[config.mk]
export PLATFORM = sky130hd
export DESIGN_NAME = sgd_ram
export DESIGN_NICKNAME = d
export VERILOG_FILES = /design/src/sv/sgd_ram.sv
export SDC_FILE = /design/constraint.sdc
export NUM_CORES = 1
export LEC_CHECK = 0
export ABC_AREA = 1
export BUFFER_PORTS_ARGS = -buffer_cell sky130_fd_sc_hd__buf_2
export CAP_MARGIN = 25
export CORE_UTILIZATION = 45
export CTS_CLUSTER_DIAMETER = 100
export CTS_CLUSTER_SIZE = 25
export DETAILED_ROUTE_END_ITERATION = 8
export PLACE_DENSITY = 0.65
export SLEW_MARGIN = 40
export SYNTH_ARGS = -nofsm -noshare
export SYNTH_HDL_FRONTEND = slang
export SYNTH_SLANG_ARGS = --single-unit
[constraint.sdc]
create_clock -name clk -period 1.32 [get_ports clk]
set_clock_uncertainty 0.05 [all_clocks]
set_input_delay 0.132 -clock clk [delete_from_list [all_inputs] [get_ports clk]]
set_output_delay 0.132 -clock clk [all_outputs]
set_load 0.1 [all_outputs]
[src/sv/sgd_ram.sv]
// Generic single-write, single-read RAM with registered read data.
`default_nettype none
module sgd_ram #(
	parameter int WIDTH = 8,
	parameter int DEPTH = 16
) (
	input  wire logic                     clk,
	input  wire logic                     we,
	input  wire logic [$clog2(DEPTH)-1:0] waddr,
	input  wire logic [WIDTH-1:0]         wdata,
	input  wire logic [$clog2(DEPTH)-1:0] raddr,
	output logic      [WIDTH-1:0]         rdata
);

	logic [WIDTH-1:0] mem_q [DEPTH];

	always_ff @(posedge clk) begin
		if (we) begin
			mem_q[waddr] <= wdata;
		end
		rdata <= mem_q[raddr];
	end

endmodule
`default_nettype wire

==> results of run 1 <==
==> kinds of logic (layout without fill, tap and decap cells) <==
| family | count (synthesis) | in the layout | share of synthesized area (%) |
|---|---|---|---|
| DFF | 136 | 136 | 69.4 |
| buffers and inverters | 126 | 185 | 9.52 |
| and+or+nand+nor | 289 | 289 | 21.0 |
==> state kept, by name, indices dropped and copies added (netlist names) <==
signal and cells:
mem_q 128, rdata 8
==> area by class of cell <==
class,count,area share (%)
tap,168,3.11
multi-input combinational,289,18.0
timing repair buffer,51,5.77
clock inverter,10,1.55
inverter,102,5.66
sequential,136,59.2
clock buffer,22,6.72
==> path summary, 6_finish.rpt <==
kind	from	endpoint	depth (start not counted)
min	wdata[2]	mem_q[5][2]	1
min reg2reg	mem_q[2][0]	rdata[0]	6
max	rdata[0]	rdata[0]	1
max reg2reg	mem_q[1][6]	rdata[6]	6
==> synthesized netlist by cell type <==
library cell	instances	area share, %
edfxtp_1	128	67
buf_4	4	0.52
nand3b_1	2	0.26
dfxtp_1	8	2.8
inv_1	100	6.5
buf_2	13	1.1
nor2_1	17	1.1
nand3_1	97	8.4
buf_1	1	0.065
buf_6	6	1.2
nand2_1	173	11
inv_2	2	0.13
==> metrics by stage <==
stage               setup WS (ns)  instance area (µm²)  util [%]  power [W]  hold WS (ns)
CTS                      0.000183                 6760      55.1     0.0102        0.0766
global route               0.0401                 6760      55.1     0.0105        0.0883
floorplan                   0.187                 5770         -    0.00549         0.181
finish                     0.0492                 6760      55.1     0.0101        0.0841
detailed placement         0.0549                 6180      50.4    0.00576         0.509
global placement           0.0548                 6180      50.4    0.00575         0.499
==> what timing repair did <==
action | CTS | global route
setup endpoints to repair | 6 | 2
gates resized for setup | 6 | 2
buffers inserted | 0 | 0
endpoints found under the hold margin | 0 | 0
pin swaps | 0 | 0
==> metal layers <==
metal / share of wire [%] / wire length (µm)
met1: 42 / 5380
met2: 49 / 6350
met3: 7.1 / 911
met4: 2.1 / 272
met5: 0 / 0
==> power groups by stage <==
| stage | combinational (W) | clock [W] | sequential (W) |
|---|---|---|---|
| 2_1_floorplan | 0.000341 | 0 | 0.00515 |
| 6_report | 0.000828 | 0.00446 | 0.00486 |
| 5_1_grt | 0.000891 | 0.00472 | 0.00487 |
| 4_1_cts | 0.000827 | 0.00451 | 0.00486 |
| 3_5_place_dp | 0.000812 | 0 | 0.00495 |
| 3_3_place_gp | 0.000797 | 0 | 0.00495 |
==> summary.md, run 1 <==
| Metric | Value |
|---|---|
| Crit Path Category | reg2out |
| Power Density | 1500 nW/µm² |
| GR Layer Usage met2 | 34.8% |
| Crit path DAT | 1.09 ns |
| Cell variety after synth | 12 |
| Hold buffers post-CTS | 0 |
| Commonest non-fill, non-tap cell in the layout | nand2_1 |
| First-pass GRT wire length | 20.1 mm |
| DIE WIDTH | 115 µm |
| Mapped cell area | just under 6000 µm² |
| Largest net degree at the start of global routing | 41 |
| Net Sw Power | 0.00230 W |
| Multi-input logic area | approximately 1200 µm² |
| Fin crit share | 96.3% |
| Cells after Synth | 551 |
| Crit path cell chain | buf_4 |
| Reg2reg setup slack | around 0.25 ns |
| Antenna viol nets, final | 0 |
| Row count | 40 |
| Syn Nets | 569 |
| GR peak layer | met2 |
| Combinational cell fraction of total power | 8.2% |
| First drt pass iteration count | 4 |
| Fin cells | 778 |
| Lkg Pwr | ~2.9 nW |
| Nets@finish | 615 |
| Setup violators final | 0 |
| Drt via density | 4.91 |
| CTS Buf Count | 17 |
| RSZ-0062 raised after global routing | no |
| Dpl cells | 746 |
| CP max stage delay | between 0.3 and 0.4 ns |
| Core Box Area | 12300 µm² |
| Yosys reg bits | 136 |
| Final Hold Violating Endpoints | 0 |
| Synth warnings | 0 |
| Slew Limit Fails | 0 |
| Status | complete, no violations |
| Most frequent cells in the layout | nand2_1 (173), edfxtp_1 (128), inv_1 (100) |
| Port bufs | 25 |
| Total clock sinks | 136 |
| Startpoint types | flop |
| Clock Tree Buf Depth | 2 |
| Endpoint class of the critical path | primary output |
| HPWL Detailed | 8.02 mm |
| Drt wl/cell | 16.6 µm |
| Clock power frac | 43.9% |
| Seq/Total Area, Yosys | a little over two thirds |
| Fmax | 787 MHz |
| Filler cell count in the final layout | 1065 |
| Die H | 115 µm |
| Via Count | 3821 |
| Minimum clock period | approximately 1.3 ns |
| Seq pwr share | 47.9% |
| N_diodes | 0 |
| P_int | about 0.0078 W |
| Max-cap violations | 0 |
| H-tree lvl count | 4 |
| Clk root buf | clkbuf_16 |
| Latest clock arrival within the worst-skew pair | ~0.4 ns |
| CP top delay family | flip-flops |
| Worst-path clk slew | 0.06 ns |
| Gpl congestion | 0.827 |
| GR Util met3 | 5.17% |
| Crit path max-delay cell type | dfxtp_1 |
| CTS tree | built |
| Slew HR | about three quarters |
| IO Pins | 26 |
| GRT Resource Usage Total | 21.4% |
| Hold Crit Class | in2reg |
| Avg Synthesized Cell Area | roughly 10 µm² |
| Sequential cell area | 4000 µm² |
| Final TNS setup | 0 ns |
| Crit Path Max Fanout | 1 |
| Tightest Pin Transition | 0.374 ns |
| Net Sw Frac | 22.7% |
| Starting DRT DRC Count | roughly 300 |
| Vias in the first global route | 3668 |
| CP Buf/Inv Count | 1 |
| Drt total wl | around 13 mm |
| Share of layout cells above drive strength 1 | a little over an eighth |
| Max VDD drop | around 780 µV |
| Die ar. | between 10000 and 15000 µm² |
| Residual DRC | 0 |
| Total congestion overflow | 0 |
| Initial antenna violation count | 0 |
| Met1 Usage GRT | 27.6% |
| Post-synthesis to final-layout area growth | 17.2% |
| Starting Density | 47.0% |
| CP required | 1.14 ns |
(Power assumes the default switching activity.)
==> run 2, diff against run 1 <==
--- a/config.mk
+++ b/config.mk
@@ -13,6 +13,7 @@
 export CTS_CLUSTER_SIZE = 25
 export DETAILED_ROUTE_END_ITERATION = 8
 export PLACE_DENSITY = 0.65
+export SETUP_SLACK_MARGIN = 0.15
 export SLEW_MARGIN = 40
 export SYNTH_ARGS = -nofsm -noshare
 export SYNTH_HDL_FRONTEND = slang
==> summary.md, run 2 (synthesized netlist as in run 1, its figures left out) <==
| Metric | Value |
|---|---|
| P_int | 0.00790 W (+0.70%) |
| HPWL Detailed | 8.02 mm (unchanged) |
| Hold Crit Start | wdata[2] |
| Largest net degree at the start of global routing | 41 (unchanged) |
| Net Sw Frac | 22.7% (about the same) |
| Fin crit share | 86.3% (-10 points) |
| Endpoint class of the critical path | primary output |
| Total clock sinks | 136 (unchanged) |
| Gpl congestion | 0.827 (unchanged) |
| Lkg Pwr | 2.98 nW (+0.95%) |
| Core Box Area | 12300 µm² (unchanged) |
| Drt wl/cell | 16.8 µm (+0.97%) |
| Most frequent cells in the layout | nand2_1 (173), edfxtp_1 (128), inv_1 (100) |
| Hold Crit Class | in2reg |
| Final Hold Violating Endpoints | 0 (unchanged) |
| First-pass GRT wire length | 20.4 mm (+1.2%) |
| Port bufs | 25 (unchanged) |
| IO Pins | 26 (unchanged) |
| Met1 Usage GRT | 27.8% (+0.18 points) |
| Crit path cell chain | buf_12 |
| Crit Path Category | reg2out |
| Final TNS setup | 0 ns (unchanged) |
| Drt via density | 4.89 (-0.42%) |
| Biggest register | mem_q |
| Net Sw Power | 0.00232 W (+0.68%) |
| Power Density | 1490 nW/µm² (-0.52%) |
| Max VDD drop | 793 µV (+2.2%) |
| First drt pass iteration count | 4 (unchanged) |
| CP top delay family | flip-flops |
| Critical R2R Capture | rdata[6] |
| GR Util met3 | 4.96% (-0.21 points) |
| Slew Limit Fails | 0 (unchanged) |
| CTS Buf Count | 17 (unchanged) |
| Residual DRC | 0 (unchanged) |
| Initial antenna violation count | 0 (unchanged) |
| Crit path max-delay cell type | dfxtp_2 |
| Postcts setup bufs | 0 (unchanged) |
| Post-synthesis to final-layout area growth | 18.7% |
| Status | complete, no violations |
| Starting Density | 47.0% (unchanged) |
| Fmax | 878 MHz (+12%) |
| Post-cts sizing count | 28 (+22) |
| Antenna viol nets, final | 0 (unchanged) |
| GR peak layer | met2 |
| Max reg flops | 128 (unchanged) |
| CP required | 1.14 ns (about the same) |
| Row count | 40 (unchanged) |
| Clk root buf | clkbuf_16 |
| Share of layout cells above drive strength 1 | 14.1% (+0.82 points) |
| Latest clock arrival within the worst-skew pair | 0.41 ns (about the same) |
| Commonest non-fill, non-tap cell in the layout | nand2_1 |
| Die ar. | 13300 µm² (unchanged) |
| Seq pwr share | 47.7% (-0.2 points) |
| Hold endpoint | mem_q[5][2] |
| GRT Resource Usage Total | 21.6% (+0.24 points) |
| Worst r2r path cells | 6 (unchanged) |
| Nets@finish | 615 (unchanged) |
| Setup violators final | 0 (unchanged) |
| Crit path DAT | 0.96 ns (-0.13 ns) |
| GR Layer Usage met2 | 35.0% (+0.16 points) |
| Slew HR | 76.5% (+1.5 points) |
| Vias in the first global route | 3721 (+1.4%) |
| CP Buf/Inv Count | 1 (unchanged) |
| RSZ-0062 raised after global routing | yes |
| N_diodes | 0 (unchanged) |
| Drt total wl | 13.0 mm (+0.97%) |
| Clock power frac | 43.6% (-0.3 points) |
| Starting DRT DRC Count | 326 (+10%) |
| Worst reg2reg path startpoint | mem_q[1][6] |
| Minimum clock period | 1.14 ns (-0.132 ns) |
| CTS tree | built |
| Max-cap violations | 0 (unchanged) |
| H-tree lvl count | 4 (unchanged) |
| Via Count | 3805 (-0.42%) |
| Die H | 115 µm (unchanged) |
| Total congestion overflow | 0 (unchanged) |
| Hold buffers post-CTS | 0 (unchanged) |
| Hold Path Depth | 1 (unchanged) |
| Cell depth of the worst setup path | 1 (unchanged) |
| Startpoint types | flop |
| Largest registers in the final layout | mem_q x128, rdata x8 |
| Worst-path clk slew | 0.06 ns (about the same) |
| Crit Path Max Fanout | 1 (unchanged) |
| Combinational cell fraction of total power | 8.6% (+0.4 points) |
| Reg2reg setup slack | 0.23 ns (-0.02 ns) |
| CP max stage delay | 0.37 ns (about the same) |
| DIE WIDTH | 115 µm (unchanged) |
| Tightest Pin Transition | 0.353 ns (-0.0219 ns) |
| Clock Tree Buf Depth | 2 (unchanged) |
| Post-layout util | 55.8% (+0.67 points) |
## run 2: cell types whose count changed in the layout (fill, tap and decap cells not counted), sizes merged
cell,previous run,this run
buf,49,51
clkbuf,24,22
## run 2: through the flow
stage	hold slack (ns)	power [W]	worst slack (ns)	area [µm²]	std cells
global route	0.0894	0.0105	0.145	6840	778
detailed placement	0.509	0.00576	0.0549	6180	746
floorplan	0.181	0.00549	0.187	5770	551
CTS	0.0766	0.0103	0.151	6830	778
finish	0.0826	0.0102	0.181	6840	778
global placement	0.499	0.00575	0.0548	6180	746
## run 2: worst max-delay path by stage
stage,from,endpoint,slack (ns)
after floorplan,waddr[2],mem_q[10][0],0.19
after global placement,raddr[0],rdata[7],0.05
after detailed placement,raddr[0],rdata[7],0.05
after CTS,rdata[4],rdata[4],0.15
after global routing,rdata[4],rdata[4],0.14
final,rdata[3],rdata[3],0.18
## run 2: per-layer routing
layer / up-vias / share of wire (%)
li1: 1864 / -
met1: 1774 / 43
met2: 145 / 49
met3: 22 / 5.9
met4: 0 / 2.6
met5: - / 0
## run 2: power groups by stage
stage	Combinational (W)	Sequential, W	Clock, W
global placement	0.000797	0.00495	0
CTS	0.000876	0.00488	0.00451
finish	0.000881	0.00488	0.00446
floorplan	0.000341	0.00515	0
detailed placement	0.000812	0.00495	0
global route	0.000946	0.00488	0.00471
## run 2: area by class of cell
class                   count  area [µm²]
fillers                  1048        5420
flip-flops and latches    136        4010
multi-input cells         289        1220
repair buffers             51         463
clock buffers              22         454
inverters                 102         383
well taps                 168         210
clock inverters            10         105
==> run 3, diff against run 2 <==
--- a/config.mk
+++ b/config.mk
@@ -13,6 +13,7 @@
 export CTS_CLUSTER_SIZE = 25
 export DETAILED_ROUTE_END_ITERATION = 8
 export PLACE_DENSITY = 0.65
+export RECOVER_POWER = 25
 export SETUP_SLACK_MARGIN = 0.15
 export SLEW_MARGIN = 40
 export SYNTH_ARGS = -nofsm -noshare
==> summary.md, run 3 (synthesized netlist as in run 1, its figures left out) <==
| Metric | Value |
|---|---|
| Hold Crit Class | in2reg |
| Setup violators final | 0 (unchanged) |
| Total congestion overflow | 0 (unchanged) |
| DIE WIDTH | 115 µm (unchanged) |
| Critical R2R Capture | rdata[6] |
| CP Buf/Inv Count | 1 (unchanged) |
| Reg2reg setup slack | 0.23 ns (about the same) |
| CP top delay family | flip-flops |
| Post-synthesis to final-layout area growth | 18.6% (about the same) |
| Slew Limit Fails | 0 (unchanged) |
| Crit path cell chain | buf_12 |
| Core Box Area | 12300 µm² (unchanged) |
| CTS tree | built |
| Largest net degree at the start of global routing | 41 (unchanged) |
| Via Count | 3807 (+0.053%) |
| Net Sw Power | 0.00232 W (about the same) |
| Die ar. | 13300 µm² (unchanged) |
| Startpoint types | flop |
| Largest registers in the final layout | mem_q x128, rdata x8 |
| P_int | 0.00790 W (about the same) |
| Worst r2r path cells | 6 (unchanged) |
| CP max stage delay | 0.37 ns (about the same) |
| Lkg Pwr | 2.96 nW (-0.46%) |
| CP required | 1.14 ns (about the same) |
| Initial antenna violation count | 0 (unchanged) |
| Latest clock arrival within the worst-skew pair | 0.41 ns (about the same) |
| Slew HR | 46.5% (-30 points) |
| Total clock sinks | 136 (unchanged) |
| Port bufs | 25 (unchanged) |
| Antenna viol nets, final | 0 (unchanged) |
| Gpl congestion | 0.827 (unchanged) |
| Minimum clock period | 1.14 ns (-0.000211 ns) |
| GRT Resource Usage Total | 21.6% (unchanged) |
| HPWL Detailed | 8.02 mm (unchanged) |
| Combinational cell fraction of total power | 8.6% (about the same) |
| Clk root buf | clkbuf_16 |
| Status | complete, no violations |
| Worst reg2reg path startpoint | mem_q[1][6] |
| Max reg flops | 128 (unchanged) |
| Fmax | 878 MHz (about the same) |
| Final Hold Violating Endpoints | 0 (unchanged) |
| Max VDD drop | 793 µV (about the same) |
| Commonest non-fill, non-tap cell in the layout | nand2_1 |
| N_diodes | 0 (unchanged) |
| Drt total wl | 13.0 mm (about the same) |
| Endpoint class of the critical path | primary output |
| First drt pass iteration count | 5 (+1) |
| Clock power frac | 43.7% (about the same) |
| IO Pins | 26 (unchanged) |
| Nets@finish | 615 (unchanged) |
| Power Density | 1490 nW/µm² (about the same) |
| Seq pwr share | 47.8% (about the same) |
| Crit Path Category | reg2out |
| Fin crit share | 86.3% (about the same) |
| Clock Tree Buf Depth | 2 (unchanged) |
| Drt via density | 4.89 (about the same) |
| Crit path max-delay cell type | dfxtp_2 |
| Share of layout cells above drive strength 1 | 13.3% (-0.82 points) |
| Max-cap violations | 0 (unchanged) |
| Die H | 115 µm (unchanged) |
| Pre-CTS worst setup slack | 0.0549 ns (unchanged) |
| Final setup margin | 0.181 ns (+0.000211 ns) |
| Crit Path Max Fanout | 1 (unchanged) |
| Residual DRC | 0 (unchanged) |
| Tightest Pin Transition | 0.802 ns (+0.449 ns) |
| Final TNS setup | 0 ns (unchanged) |
| RSZ-0062 raised after global routing | yes |
| Net Sw Frac | 22.7% (about the same) |
| Cell area after layout | 6840 µm² (about the same) |
| Dpl cell area | 6180 µm² (unchanged) |
| Most frequent cells in the layout | nand2_1 (173), edfxtp_1 (128), inv_1 (100) |
| Worst-path clk slew | 0.06 ns (about the same) |
| H-tree lvl count | 4 (unchanged) |
| Hold endpoint | mem_q[5][0] |
| Starting Density | 47.0% (unchanged) |
| CTS Buf Count | 17 (unchanged) |
| Hold Crit Start | wdata[0] |
| Drt wl/cell | 16.8 µm (about the same) |
| First-pass GRT wire length | 20.4 mm (unchanged) |
| Postcts setup bufs | 0 (unchanged) |
| Starting DRT DRC Count | 326 (unchanged) |
| Hold Path Depth | 1 (unchanged) |
| Biggest register | mem_q |
| Row count | 40 (unchanged) |
| Crit path DAT | 0.96 ns (about the same) |
| Vias in the first global route | 3721 (unchanged) |
run 3: worst max path at each step:
| stage | slack, ns | depth (start not counted) | endpoint | from |
|---|---|---|---|---|
| 6_report | 0.18 | 1 | rdata[3] | rdata[3] |
| 5_1_grt | 0.14 | 1 | rdata[4] | rdata[4] |
| 4_1_cts | 0.15 | 1 | rdata[4] | rdata[4] |
| 3_5_place_dp | 0.05 | 7 | rdata[7] | raddr[0] |
| 3_3_place_gp | 0.05 | 7 | rdata[7] | raddr[0] |
| 2_1_floorplan | 0.19 | 2 | mem_q[10][0] | waddr[2] |
run 3: final cells by class:
cell class                      count  area [µm²]
Clock buffer                       22         454
Clock inverter                     10         105
Fill cell                        1047        5430
Inverter                          102         383
Multi-Input combinational cell    289        1220
Sequential cell                   136        4010
Tap cell                          168         210
Timing Repair Buffer               51         457
run 3: power groups by stage:
stage / Combinational [W] / Sequential, W / Clock [W]
2_1_floorplan: 0.000341 / 0.00515 / 0
3_3_place_gp: 0.000797 / 0.00495 / 0
3_5_place_dp: 0.000812 / 0.00495 / 0
4_1_cts: 0.000876 / 0.00488 / 0.00451
5_1_grt: 0.000943 / 0.00489 / 0.00471
6_report: 0.000877 / 0.00488 / 0.00446
run 3: repair_timing:
action,CTS,global route
setup endpoints to repair,8,3
gates resized for setup,28,3
hold buffers,0,0
run 3: per-layer routing:
layer / wire length, µm / share of wire (%) / vias up / track usage (%)
li1: - / - / 1864 / -
met1: 5550 / 43 / 1771 / 27.8
met2: 6350 / 49 / 150 / 35.0
met3: 798 / 6.1 / 22 / 4.96
met4: 343 / 2.6 / 0 / 10.2
met5: 0 / 0 / - / 0
run 3: through the flow:
stage | total power (W) | utilization, % | hold slack [ns] | instances
floorplan | 0.00549 | - | 0.181 | 551
global placement | 0.00575 | 50.4 | 0.499 | 746
detailed placement | 0.00576 | 50.4 | 0.509 | 746
CTS | 0.0103 | 55.7 | 0.0766 | 778
global route | 0.0105 | 55.8 | 0.103 | 778
finish | 0.0102 | 55.8 | 0.105 | 778
