## src/sv/sgd_pkg.sv

```systemverilog
// Shared constants and types of the Sobel gradient and direction block.
`default_nettype none
package sgd_pkg;

	localparam int MAX_WIDTH = 1024;
	localparam int COL_W = $clog2(MAX_WIDTH);
	localparam int WEFF_W = COL_W + 1;
	localparam int WIDTH_REG_W = 11;
	localparam int HEIGHT_REG_W = 12;
	localparam int WCMP_W = (WIDTH_REG_W > WEFF_W) ? WIDTH_REG_W : WEFF_W;
	localparam int ROW_W = 12;
	localparam int MIN_DIM = 3;
	localparam int HEIGHT_MAX = 4095;

	localparam int CFG_IDX_W = 1;
	localparam int CFG_DATA_W = 12;
	localparam logic [CFG_IDX_W-1:0] REG_IMAGE_WIDTH = 1'd0;
	localparam logic [CFG_IDX_W-1:0] REG_IMAGE_HEIGHT = 1'd1;
	localparam logic [WIDTH_REG_W-1:0] IMAGE_WIDTH_RESET = 11'd640;
	localparam logic [HEIGHT_REG_W-1:0] IMAGE_HEIGHT_RESET = 12'd480;

	localparam int PIX_W = 8;
	localparam int LINE_W = 2 * PIX_W;
	localparam int GRAD_W = 11;
	localparam int ROOT_W = 11;
	localparam int SQ_W = 2 * ROOT_W - 1;
	localparam int ROOT_STEPS = ROOT_W;
	localparam logic [SQ_W-1:0] ROOT_BIT_INIT = SQ_W'(1) << (2 * (ROOT_STEPS - 1));

	localparam int PROD_W = 25;
	localparam logic signed [PROD_W-1:0] TAN_SCALE = 25'sd1000;
	localparam logic signed [PROD_W-1:0] TAN_HIGH = 25'sd2414;
	localparam logic signed [PROD_W-1:0] TAN_LOW = 25'sd414;

	localparam int SECTOR_W = 3;
	localparam logic [SECTOR_W-1:0] SECTOR_0 = 3'd0;
	localparam logic [SECTOR_W-1:0] SECTOR_1 = 3'd1;
	localparam logic [SECTOR_W-1:0] SECTOR_2 = 3'd2;
	localparam logic [SECTOR_W-1:0] SECTOR_3 = 3'd3;
	localparam logic [SECTOR_W-1:0] SECTOR_4 = 3'd4;
	localparam logic [SECTOR_W-1:0] SECTOR_5 = 3'd5;
	localparam logic [SECTOR_W-1:0] SECTOR_6 = 3'd6;
	localparam logic [SECTOR_W-1:0] SECTOR_7 = 3'd7;

	typedef struct packed {
		logic signed [PROD_W-1:0] y_scaled;
		logic signed [PROD_W-1:0] x_high;
		logic signed [PROD_W-1:0] x_low;
	} tan_terms_t;

endpackage
`default_nettype wire

```

## src/sv/sgd_isqrt.sv

```systemverilog
// Iterative integer square root, one result bit per cycle.
`default_nettype none
module sgd_isqrt (
	input  wire logic                        clk,
	input  wire logic                        arst_n,
	input  wire logic                        start,
	input  wire logic [sgd_pkg::SQ_W-1:0]    operand,
	output logic                             done,
	output logic      [sgd_pkg::ROOT_W-1:0]  root
);

	localparam int RES_W = sgd_pkg::SQ_W + 1;

	logic                     busy_q;
	logic [sgd_pkg::SQ_W-1:0] v_q;
	logic [RES_W-1:0]         res_q;
	logic [sgd_pkg::SQ_W-1:0] bit_q;
	logic [RES_W-1:0]         trial;

	assign trial = res_q + RES_W'(bit_q);

	always_ff @(posedge clk or negedge arst_n) begin
		if (!arst_n) begin
			busy_q <= 1'b0;
		end else if (start) begin
			busy_q <= 1'b1;
		end else if (busy_q) begin
			busy_q <= (bit_q >> 2) != '0;
		end
	end

	always_ff @(posedge clk) begin
		if (start) begin
			v_q <= operand;
			res_q <= '0;
			bit_q <= sgd_pkg::ROOT_BIT_INIT;
		end else if (busy_q) begin
			if (RES_W'(v_q) >= trial) begin
				v_q <= v_q - trial[sgd_pkg::SQ_W-1:0];
				res_q <= (res_q >> 1) + RES_W'(bit_q);
			end else begin
				res_q <= res_q >> 1;
			end
			bit_q <= bit_q >> 2;
		end
	end

	assign done = !busy_q;
	assign root = res_q[sgd_pkg::ROOT_W-1:0];

endmodule
`default_nettype wire

```

## config.mk

```make
export PLATFORM = sky130hd
export DESIGN_NAME = sgd_isqrt
export DESIGN_NICKNAME = d
export VERILOG_FILES = /design/src/sv/sgd_pkg.sv /design/src/sv/sgd_isqrt.sv
export SDC_FILE = /design/constraint.sdc
export NUM_CORES = 1
export LEC_CHECK = 0
export ABC_AREA = 1
export BUFFER_PORTS_ARGS = -buffer_cell sky130_fd_sc_hd__buf_2
export CORE_MARGIN = 2
export CORE_UTILIZATION = 60
export CTS_BUF_LIST = sky130_fd_sc_hd__clkbuf_4 sky130_fd_sc_hd__clkbuf_8
export DETAILED_ROUTE_END_ITERATION = 10
export PLACE_DENSITY = 0.81
export SLEW_MARGIN = 20
export SYNTH_ARGS = -nofsm -noshare
export SYNTH_HDL_FRONTEND = slang
export SYNTH_SLANG_ARGS = --single-unit
```

## constraint.sdc

```tcl
create_clock -name clk -period 12.9 [get_ports clk]
set_input_delay 0.645 -clock clk [delete_from_list [all_inputs] [get_ports clk]]
set_output_delay 0.645 -clock clk [all_outputs]
set_load 0.01 [all_outputs]
```

==> summary.txt, run 1 <==
Run status: finished, final reports clean
Post-synth ARST share: 0.0182
Port bufs: 35
Max_cap viols: 0
Layout area overhead: 4.07%
Sum Neg Setup Slack: 0 ns
Die height: 99.5 microns
Slew headroom: 0.344
Later-pin clock latency in the skew report: 0.31 ns
Clock buffer depth: 2
Number of CTS-inserted buffers: 5
CP Launch Type: flop
CTS tree: yes
Vias per inst: 5.82
NumNets Final: 902
CP Capture Type: flop
Row cnt: 34
DR iter-0 viols: 547
Min Tclk post-route: 4.68 ns
Final-report hold violation count: 0
Worst Path Required: 12.85 ns
CP Data Arrival Time: 4.63 ns
Htree depth: 2
Core ar.: 0.00876 sq mm
Vias post-DR: 5,475
Worst hold path type: in2async
PD cells: 307 mW/mm^2
Chip Width: 99.5 microns
Mapped Cells: 826
Seq cells post-synth: 55
Ys flop type: dfxtp_1
Vias in the first global route: 5,004
Largest net degree at the start of global routing: 50
DIE AREA: 0.00990 sq mm
RD Place Congestion: 1.08
Ys Warns: 0
Max IR drop VDD: 198 uV
DRT Wirelength: 14.9 mm
# fillers: 824
Root Driver: clkbuf_8
DP HPWL: 11.8 mm
Worst Clk Skew: 0.0105 ns
Clock sink total: 55
Synthesized net count: 896
Global Route Usage Sum: 0.303
Pwr Total: 0.00175 W
Initial antenna violation count: 0
Initial Util: 0.625
Drt pass-1 iters: 5
Crit path max fanout: 21
Avg Cell Area, Syn: 6.63 sq um
Crit Path Category: reg2reg
Post-CTS setup buffers: 0
Yosys cell types: 48
Leakage: 2.73 nW
Core Util, Final: 0.650
Layout cells sized above 1: 0.0960
Gr ovfl total: 0
DP Worst Slack: 8.04 ns
RSZ-0062 raised after global routing: false
Routed Antenna Nets: 0
Post-CTS Hold Fix Bufs: 0
Antenna diode count: 0
F_max: 214 MHz
First-pass GRT wire length: 24.3 mm
Worst-margin pin slew: 0.982 ns
Final setup viols: 0
Sequential area share after synthesis: 0.241
IO Pins: 36
Post-CTS Resized: 0
Period utilization: 0.363
Post-synth EDFFs: 21
DRC violations left: 0
Max-slew violations: 0
Clk slew on worst S/H paths: 0.10 ns
PnR worst setup slack: 8.22 ns
Wire per inst: 15.8 microns
Synth Cell Area: 0.00547 sq mm
## through the flow
step	hold slack [ns]	cells	area (sq um)
after floorplan	0.349	826	5470
after global placement	0.420	933	5590
after global routing	0.0788	941	5700
final	0.0875	941	5700
after detailed placement	0.421	933	5590
after CTS	0.0822	941	5690
## where the power goes
part	total [W]	internal, W	leakage [nW]	switching, W
clock network	0.000109	0.0000492	0.0548	0.0000593
registers	0.000380	0.000285	0.495	0.0000953
logic	0.00126	0.000444	2.18	0.000814
total	0.00175	0.000778	2.73	0.000969
## cell type report
class | instances | area, sq um | share of cell area
Clock buffer | 7 | 96.3 | 0.0169
Clock inverter | 1 | 6.26 | 0.00110
Inverter | 90 | 338 | 0.0593
Multi-Input combinational cell | 643 | 3610 | 0.634
Sequential cell | 55 | 1320 | 0.231
Tap cell | 108 | 135 | 0.0237
Timing Repair Buffer | 37 | 190 | 0.0334
## path summary, 6_finish.rpt
check	from	endpoint	slack, ns	cells past startpoint
min in group clk	bit_q[20]	bit_q[18]	0.56	2
min	arst_n	busy_q	0.09	1
max reg2reg	bit_q[0]	v_q[18]	8.22	25
min reg2reg	bit_q[20]	bit_q[18]	0.56	2
max in group asynchronous	arst_n	busy_q	12.73	1
max	bit_q[0]	v_q[18]	8.22	25
## cells in the final DEF (no fill, tap or decap), types with 10 or more instances in the layout
master	synthesis	final
xor2_1	24	24
nand2_1	231	231
xnor2_1	19	19
o21ai_0	39	39
edfxtp_1	21	21
a21oi_1	56	56
ha_1	45	45
buf_2	10	35
nor2_1	57	57
nand3_1	73	73
dfxtp_1	33	33
o21ai_1	11	10
inv_1	84	84
nand4_1	25	25
## cells by family (layout without fill, tap and decap cells)
kind of cell,Yosys count,after routing,share of synthesized area
AO/OA/AOI/OAI,130,130,0.130
XOR/XNOR,43,43,0.0688
adder cells (fa/ha/maj),46,46,0.107
buffers and inverters,128,135,0.101
flip-flops,55,55,0.241
AND/OR/NAND/NOR,424,424,0.353
## flip-flops by register name, summed over array words and instances, names as in the netlist
signal and flops:
res_q 22, v_q 21, bit_q 11, busy_q 1
## layer usage
metal / up-vias / global-route usage / wire length, microns
li1: 2755 / - / -
met1: 2419 / 0.437 / 6640
met2: 279 / 0.479 / 6490
met3: 22 / 0.0569 / 1540
met4: 0 / 0.0516 / 199
met5: - / 0 / 0
## synth_stat cells (3+ instances only)
cell / count / share of area
dfxtp_1: 33 / 0.12
nand4_1: 25 / 0.029
o21ai_0: 39 / 0.036
nand2_2: 4 / 0.0046
nor2_1: 57 / 0.039
clkbuf_1: 13 / 0.0089
buf_4: 12 / 0.016
a21o_1: 5 / 0.0069
xor2_1: 24 / 0.038
xnor2_1: 19 / 0.030
inv_2: 5 / 0.0034
ha_1: 45 / 0.10
nand2_4: 4 / 0.0082
nand2_1: 231 / 0.16
buf_2: 10 / 0.0091
nand3_1: 73 / 0.067
o21ai_1: 11 / 0.010
nor2_2: 3 / 0.0034
nand3_4: 3 / 0.0096
edfxtp_1: 21 / 0.12
or2_2: 7 / 0.0080
o21bai_1: 6 / 0.0082
a211oi_1: 3 / 0.0041
nor3_1: 3 / 0.0027
a21oi_1: 56 / 0.051
inv_1: 84 / 0.058
nor4_1: 5 / 0.0057
## worst max-delay path, stage by stage, from the launching register on
cell,delay [ns]
dfxtp_1,0.38
ha_1,0.19
ha_1,0.19
nand3_1,0.09
nand2_1,0.18
nand2_1,0.07
a21oi_1,0.20
nand3_1,0.10
nand2_1,0.11
nand2_1,0.06
a21oi_1,0.24
a22oi_1,0.14
xor2_1,0.18
ha_1,0.38
nand2_1,0.11
inv_2,0.07
nand2_2,0.06
nor2_2,0.13
nand4_1,0.11
nand3_1,0.14
nand2_1,0.06
nand2_1,0.07
nand2_1,0.09
nand2_4,0.18
nand2_4,0.16
o21ai_4,0.60
No activity file was read; power rests on OpenSTA's default activity.
==> run 2: changes to the inputs <==
--- a/config.mk
+++ b/config.mk
@@ -8,10 +8,10 @@
 export ABC_AREA = 1
 export BUFFER_PORTS_ARGS = -buffer_cell sky130_fd_sc_hd__buf_2
 export CORE_MARGIN = 2
-export CORE_UTILIZATION = 60
+export CORE_UTILIZATION = 58
 export CTS_BUF_LIST = sky130_fd_sc_hd__clkbuf_4 sky130_fd_sc_hd__clkbuf_8
 export DETAILED_ROUTE_END_ITERATION = 10
-export PLACE_DENSITY = 0.81
+export PLACE_DENSITY = 0.82
 export SLEW_MARGIN = 20
 export SYNTH_ARGS = -nofsm -noshare
 export SYNTH_HDL_FRONTEND = slang
==> constraint.sdc (replaced) <==
create_clock -name clk -period 4.3 [get_ports clk]
set_input_delay 0.215 -clock clk [delete_from_list [all_inputs] [get_ports clk]]
set_output_delay 0.215 -clock clk [all_outputs]
set_load 0.01 [all_outputs]
==> run 2 against run 1 <==
Worst setup slack worse by 7.9 ns. Critical path depth up 1. Sequential share of layout area down 0.36 points. Clock power rose to 2.9 times the previous value. Maximum frequency up 17%. Sequential cell count unchanged. Die area up 3.3%. Largest power group unchanged.
==> summary.txt, run 2 (synthesis results as in run 1) <==
Layout area overhead: 5.83%
M1 GR Usage: 0.390 (-0.0475)
Layout cells sized above 1: 0.112 (+0.0155)
Antenna diode count: 0 (unchanged)
Worst hold margin: 0.155 ns (+0.0679 ns)
Top reg by flops: res_q
Initial antenna violation count: 0 (unchanged)
Final setup viols: 0 (unchanged)
Run status: finished, final reports clean
Slowest cell on crit path: dfxtp_1
Crit path max fanout: 21 (unchanged)
Slew headroom: 0.395 (+0.0503)
Core ar.: 0.00920 sq mm (+4.9%)
Crit Path Category: reg2reg
Final-report hold violation count: 0 (unchanged)
Root Driver: clkbuf_8
First-pass GRT wire length: 24.2 mm (-0.23%)
CP Launch Type: flop
Leakage: 2.78 nW (+1.9%)
Initial Util: 0.595 (-0.0294)
Number of CTS-inserted buffers: 5 (unchanged)
Met3 usage: 0.0614 (+0.00450)
Htree depth: 2 (unchanged)
DR iter-0 viols: 473 (-14%)
Clock buffer depth: 2 (unchanged)
DIE AREA: 0.0102 sq mm (+3.3%)
Period utilization: 0.926 (+0.564)
Clock sink total: 55 (unchanged)
Drt pass-1 iters: 6 (+1)
PD cells: 914 mW/mm^2 (+200%)
RD Place Congestion: 1.08 (-0.35%)
GRT busiest layer: met2
CP Capture Type: flop
Vias post-DR: 5,594 (+2.2%)
Max_cap viols: 0 (unchanged)
Port bufs: 35 (unchanged)
NumNets Final: 912 (+1.1%)
Vias in the first global route: 5,231 (+4.5%)
Wire per inst: 15.4 microns (-2.7%)
Later-pin clock latency in the skew report: 0.32 ns (about the same)
Top flop regs: res_q: 22 flops, v_q: 21 flops, bit_q: 11 flops
Gr ovfl total: 0 (unchanged)
Chip Width: 101 microns (+1.6%)
Max FFs per register: 22 (unchanged)
Global Route Usage Sum: 0.293 (-0.00964)
DP HPWL: 11.4 mm (-3.3%)
IO Pins: 36 (unchanged)
Worst Clk Skew: 0.00703 ns (-0.00348 ns)
Worst hold path type: in2reg
Die height: 101 microns (+1.6%)
DRT Wirelength: 14.7 mm (-1.4%)
DP Area: 0.00566 sq mm (+1.4%)
Clk slew on worst S/H paths: 0.11 ns (about the same)
Most frequent cell on the critical path: nand2_1
Min Tclk post-route: 3.98 ns (-0.697 ns)
Largest net degree at the start of global routing: 50 (unchanged)
Commonest cells after routing, fill and taps aside: nand2_1 (231), inv_1 (84), nand3_1 (73)
Worst-margin pin slew: 0.907 ns (-0.0754 ns)
CP max stage delay: 0.39 ns (-0.21 ns)
Final instance area: 0.00579 sq mm (+1.7%)
Vias per inst: 5.86 (+0.78%)
Worst Path Required: 4.34 ns (-8.51 ns)
Routed Antenna Nets: 0 (unchanged)
Most common cell after layout, fill and taps aside: nand2_1
Met2 Use GR: 0.471 (-0.00799)
Pwr Total: 0.00529 W (+200%)
Sum Neg Setup Slack: 0 ns (unchanged)
RSZ-0062 raised after global routing: false
Max IR drop VDD: 474 uV (+140%)
Row cnt: 35 (+2.9%)
DRC violations left: 0 (unchanged)
CTS tree: yes
Max-slew violations: 0 (unchanged)
F_max: 251 MHz (+17%)
CP Data Arrival Time: 4.02 ns (-0.61 ns)
run 2: worst max-delay path: cells and delay by family (launching register included):
kind,cells,cell delay [ns]
flip-flops,1,0.39
AO/OA/AOI/OAI,4,0.64
AND/OR/NAND/NOR,16,1.52
buffers and inverters,2,0.27
adder cells (fa/ha/maj),3,0.70
XOR/XNOR,1,0.17
run 2: through the flow:
stage               std cells  setup slack, ns  utilization
floorplan                 826            0.276            -
global placement          944            0.408        0.616
detailed placement        944            0.233        0.616
CTS                       953            0.202        0.627
global route              954           0.0436        0.630
finish                    954            0.316        0.630
run 2: path summary, 6_finish.rpt:
path	startpoint	end	slack (ns)	cells past startpoint
worst max-delay path	res_q[0]	v_q[2]	0.32	26
worst min-delay path	operand[14]	v_q[14]	0.16	3
worst max register to register	res_q[0]	v_q[2]	0.32	26
worst min register to register	bit_q[0]	bit_q[0]	0.56	2
max in group asynchronous	arst_n	busy_q	4.04	2
min in group asynchronous	arst_n	busy_q	0.18	2
run 2: what timing repair did:
action / 4_1_cts / 5_1_grt
gates resized for setup: 0 / 5
endpoints found under the setup margin: 0 / 24
buffers inserted: 0 / 1
hold endpoints to repair: 1 / 0
hold buffers: 1 / 0
run 2: power breakdown:
part           switching [W]  internal [W]  total, W
combinational        0.00247       0.00140   0.00387
sequential          0.000245      0.000853   0.00110
clock               0.000188      0.000133  0.000321
total                0.00291       0.00239   0.00529
run 2: layout make-up:
| cell class | count | area, sq um |
|---|---|---|
| clock buffer | 6 | 82.6 |
| inverter | 90 | 338 |
| fill | 851 | 3400 |
| multi-input combinational | 643 | 3620 |
| sequential | 55 | 1320 |
| clock inverter | 2 | 15.0 |
| timing repair buffer | 47 | 280 |
| tap | 111 | 139 |
run 2: routing by layer:
layer / wire [microns] / share of wire
met5: 0 / 0
met2: 6830 / 0.47
met3: 1130 / 0.077
met1: 6370 / 0.43
met4: 334 / 0.023
==> run 3: changes to the inputs <==
--- a/config.mk
+++ b/config.mk
@@ -6,7 +6,7 @@
 export NUM_CORES = 1
 export LEC_CHECK = 0
 export ABC_AREA = 1
-export BUFFER_PORTS_ARGS = -buffer_cell sky130_fd_sc_hd__buf_2
+export BUFFER_PORTS_ARGS = -buffer_cell sky130_fd_sc_hd__buf_4
 export CORE_MARGIN = 2
 export CORE_UTILIZATION = 58
 export CTS_BUF_LIST = sky130_fd_sc_hd__clkbuf_4 sky130_fd_sc_hd__clkbuf_8
==> run 3 against run 2 <==
Clock skew shrank 0.0022 ns. Clock-buffer cell count down 1. Worst setup slack got worse by 0.036 ns. Cell count grew 0.21%. Non-clock buffer count rose by 2. Largest cell class unchanged.
==> summary.txt, run 3 (synthesis results as in run 1) <==
Core Util, Final: 0.645 (+0.0151)
Antenna diode count: 0 (unchanged)
CP Capture Type: flop
Crit Path Category: reg2reg
Max FFs per register: 22 (unchanged)
DP HPWL: 11.2 mm (-2.0%)
Slew headroom: 0.335 (-0.0594)
Commonest cells after routing, fill and taps aside: nand2_1 (230), inv_1 (84), nand3_1 (72)
NumNets Final: 914 (+0.22%)
PD cells: 902 mW/mm^2 (-1.3%)
Port bufs: 35 (unchanged)
Later-pin clock latency in the skew report: 0.32 ns (about the same)
IO Pins: 36 (unchanged)
CP top delay family: simple AND/OR/NAND/NOR gates
Routed Antenna Nets: 0 (unchanged)
F_max: 249 MHz (-0.89%)
Final-report hold violation count: 0 (unchanged)
DRT Wirelength: 14.6 mm (-0.38%)
CP Launch Type: flop
DP Worst Slack: 0.176 ns (-0.0569 ns)
Vias post-DR: 5,560 (-0.61%)
Crit. path cell count: 25 (-3.8%)
Drt pass-1 iters: 5 (-1)
Vias in the first global route: 5,129 (-1.9%)
Max IR drop VDD: 495 uV (+4.5%)
Run status: finished, final reports clean
Top reg by flops: res_q
RD Place Congestion: 1.06 (-1.6%)
Most common cell after layout, fill and taps aside: nand2_1
DR iter-0 viols: 437 (-7.6%)
FF-to-FF path depth: 25 (-3.8%)
Max_cap viols: 0 (unchanged)
Layout area overhead: 8.37%
Hold depth: 3 (unchanged)
Period utilization: 0.935 (+0.00835)
Max-slew violations: 0 (unchanged)
PnR worst setup slack: 0.281 ns (-0.0359 ns)
Leakage: 2.83 nW (+1.6%)
Most frequent cell on the critical path: nand2_1
Worst path bufs/invs: 2 (unchanged)
Worst Setup SP: res_q[2]
First-pass GRT wire length: 24.2 mm (about the same)
DIE AREA: 0.0102 sq mm (unchanged)
CP max stage delay: 0.37 ns (-0.02 ns)
Number of CTS-inserted buffers: 5 (unchanged)
Clk slew on worst S/H paths: 0.10 ns (about the same)
Die height: 101 microns (unchanged)
Global Route Usage Sum: 0.292 (-0.000903)
Worst Path Required: 4.35 ns (about the same)
CTS tree: yes
Top flop regs: res_q: 22 flops, v_q: 21 flops, bit_q: 11 flops
Min-Delay Startpoint: operand[2]
Initial antenna violation count: 0 (unchanged)
Crit path max fanout: 14 (-33%)
DRC violations left: 0 (unchanged)
Gr ovfl total: 0 (unchanged)
Largest net degree at the start of global routing: 50 (unchanged)
Worst-margin pin slew: 0.996 ns (+0.0890 ns)
Slowest cell on crit path: dfxtp_2
CP Data Arrival Time: 4.07 ns (+0.05 ns)
Worst R2R Start: res_q[2]
Clock sink total: 55 (unchanged)
Initial Util: 0.595 (unchanged)
Core ar.: 0.00920 sq mm (unchanged)
Final setup viols: 0 (unchanged)
Layout cells sized above 1: 0.118 (+0.00684)
Chip Width: 101 microns (unchanged)
Vias per inst: 5.82 (-0.82%)
Min Tclk post-route: 4.02 ns (+0.0359 ns)
Wire per inst: 15.3 microns (-0.59%)
Root Driver: clkbuf_8
Htree depth: 2 (unchanged)
Clock buffer depth: 2 (unchanged)
Worst hold path type: in2reg
Row cnt: 35 (unchanged)
Worst Clk Skew: 0.00479 ns (-0.00224 ns)
## run 3: cell types whose count changed in the layout (fill, tap and decap cells not counted), sizes merged
cell    previous run  this run
clkinv             2         3
buf               46        47
## run 3: per-stage QoR
step,total power [W],instances,instance area (sq um),TNS [ns],hold slack (ns)
6_report,0.00535,956,5930,0,0.159
4_1_cts,0.00519,953,5850,0,0.152
2_1_floorplan,0.00402,826,5480,0,-0.0806
5_1_grt,0.00587,956,5930,-0.484,0.166
3_3_place_gp,0.00480,944,5750,0,-0.00899
3_5_place_dp,0.00487,944,5750,0,-0.00888
## run 3: cell type report
cell class,instances,area [sq um]
fillers,832,3270
clock inverters,3,18.8
multi-input cells,643,3650
inverters,90,338
clock buffers,5,68.8
flip-flops and latches,55,1320
repair buffers,49,400
well taps,111,139
## run 3: tightest hold or removal path, delay by kind of cell
family	cells	cell delay, ns
buf+inv	1	0.07
simple gates	2	0.09
## run 3: routing by layer
layer / up-vias / global-route usage / routed length, microns
li1: 2768 / - / -
met1: 2507 / 0.408 / 6620
met2: 248 / 0.467 / 6600
met3: 37 / 0.0435 / 1010
met4: 0 / 0.0946 / 376
met5: - / 0 / 0
## run 3: timing repair
item,CTS,global route
hold endpoints to repair,1,0
buffers inserted,0,2
hold buffers,1,0
gates resized for setup,0,11
endpoints found under the setup margin,0,38
## run 3: final timing paths
| path | endpoint | slack [ns] |
|---|---|---|
| max in group asynchronous | busy_q | 4.03 |
| worst min register to register | bit_q[0] | 0.54 |
| worst max-delay path | v_q[0] | 0.28 |
| worst max register to register | v_q[0] | 0.28 |
| worst min-delay path | v_q[2] | 0.16 |
| min in group asynchronous | busy_q | 0.19 |
## run 3: power breakdown
group / internal (W) / switching (W)
clock network: 0.000115 / 0.000184
logic: 0.00147 / 0.00248
registers: 0.000854 / 0.000242
total: 0.00244 / 0.00291
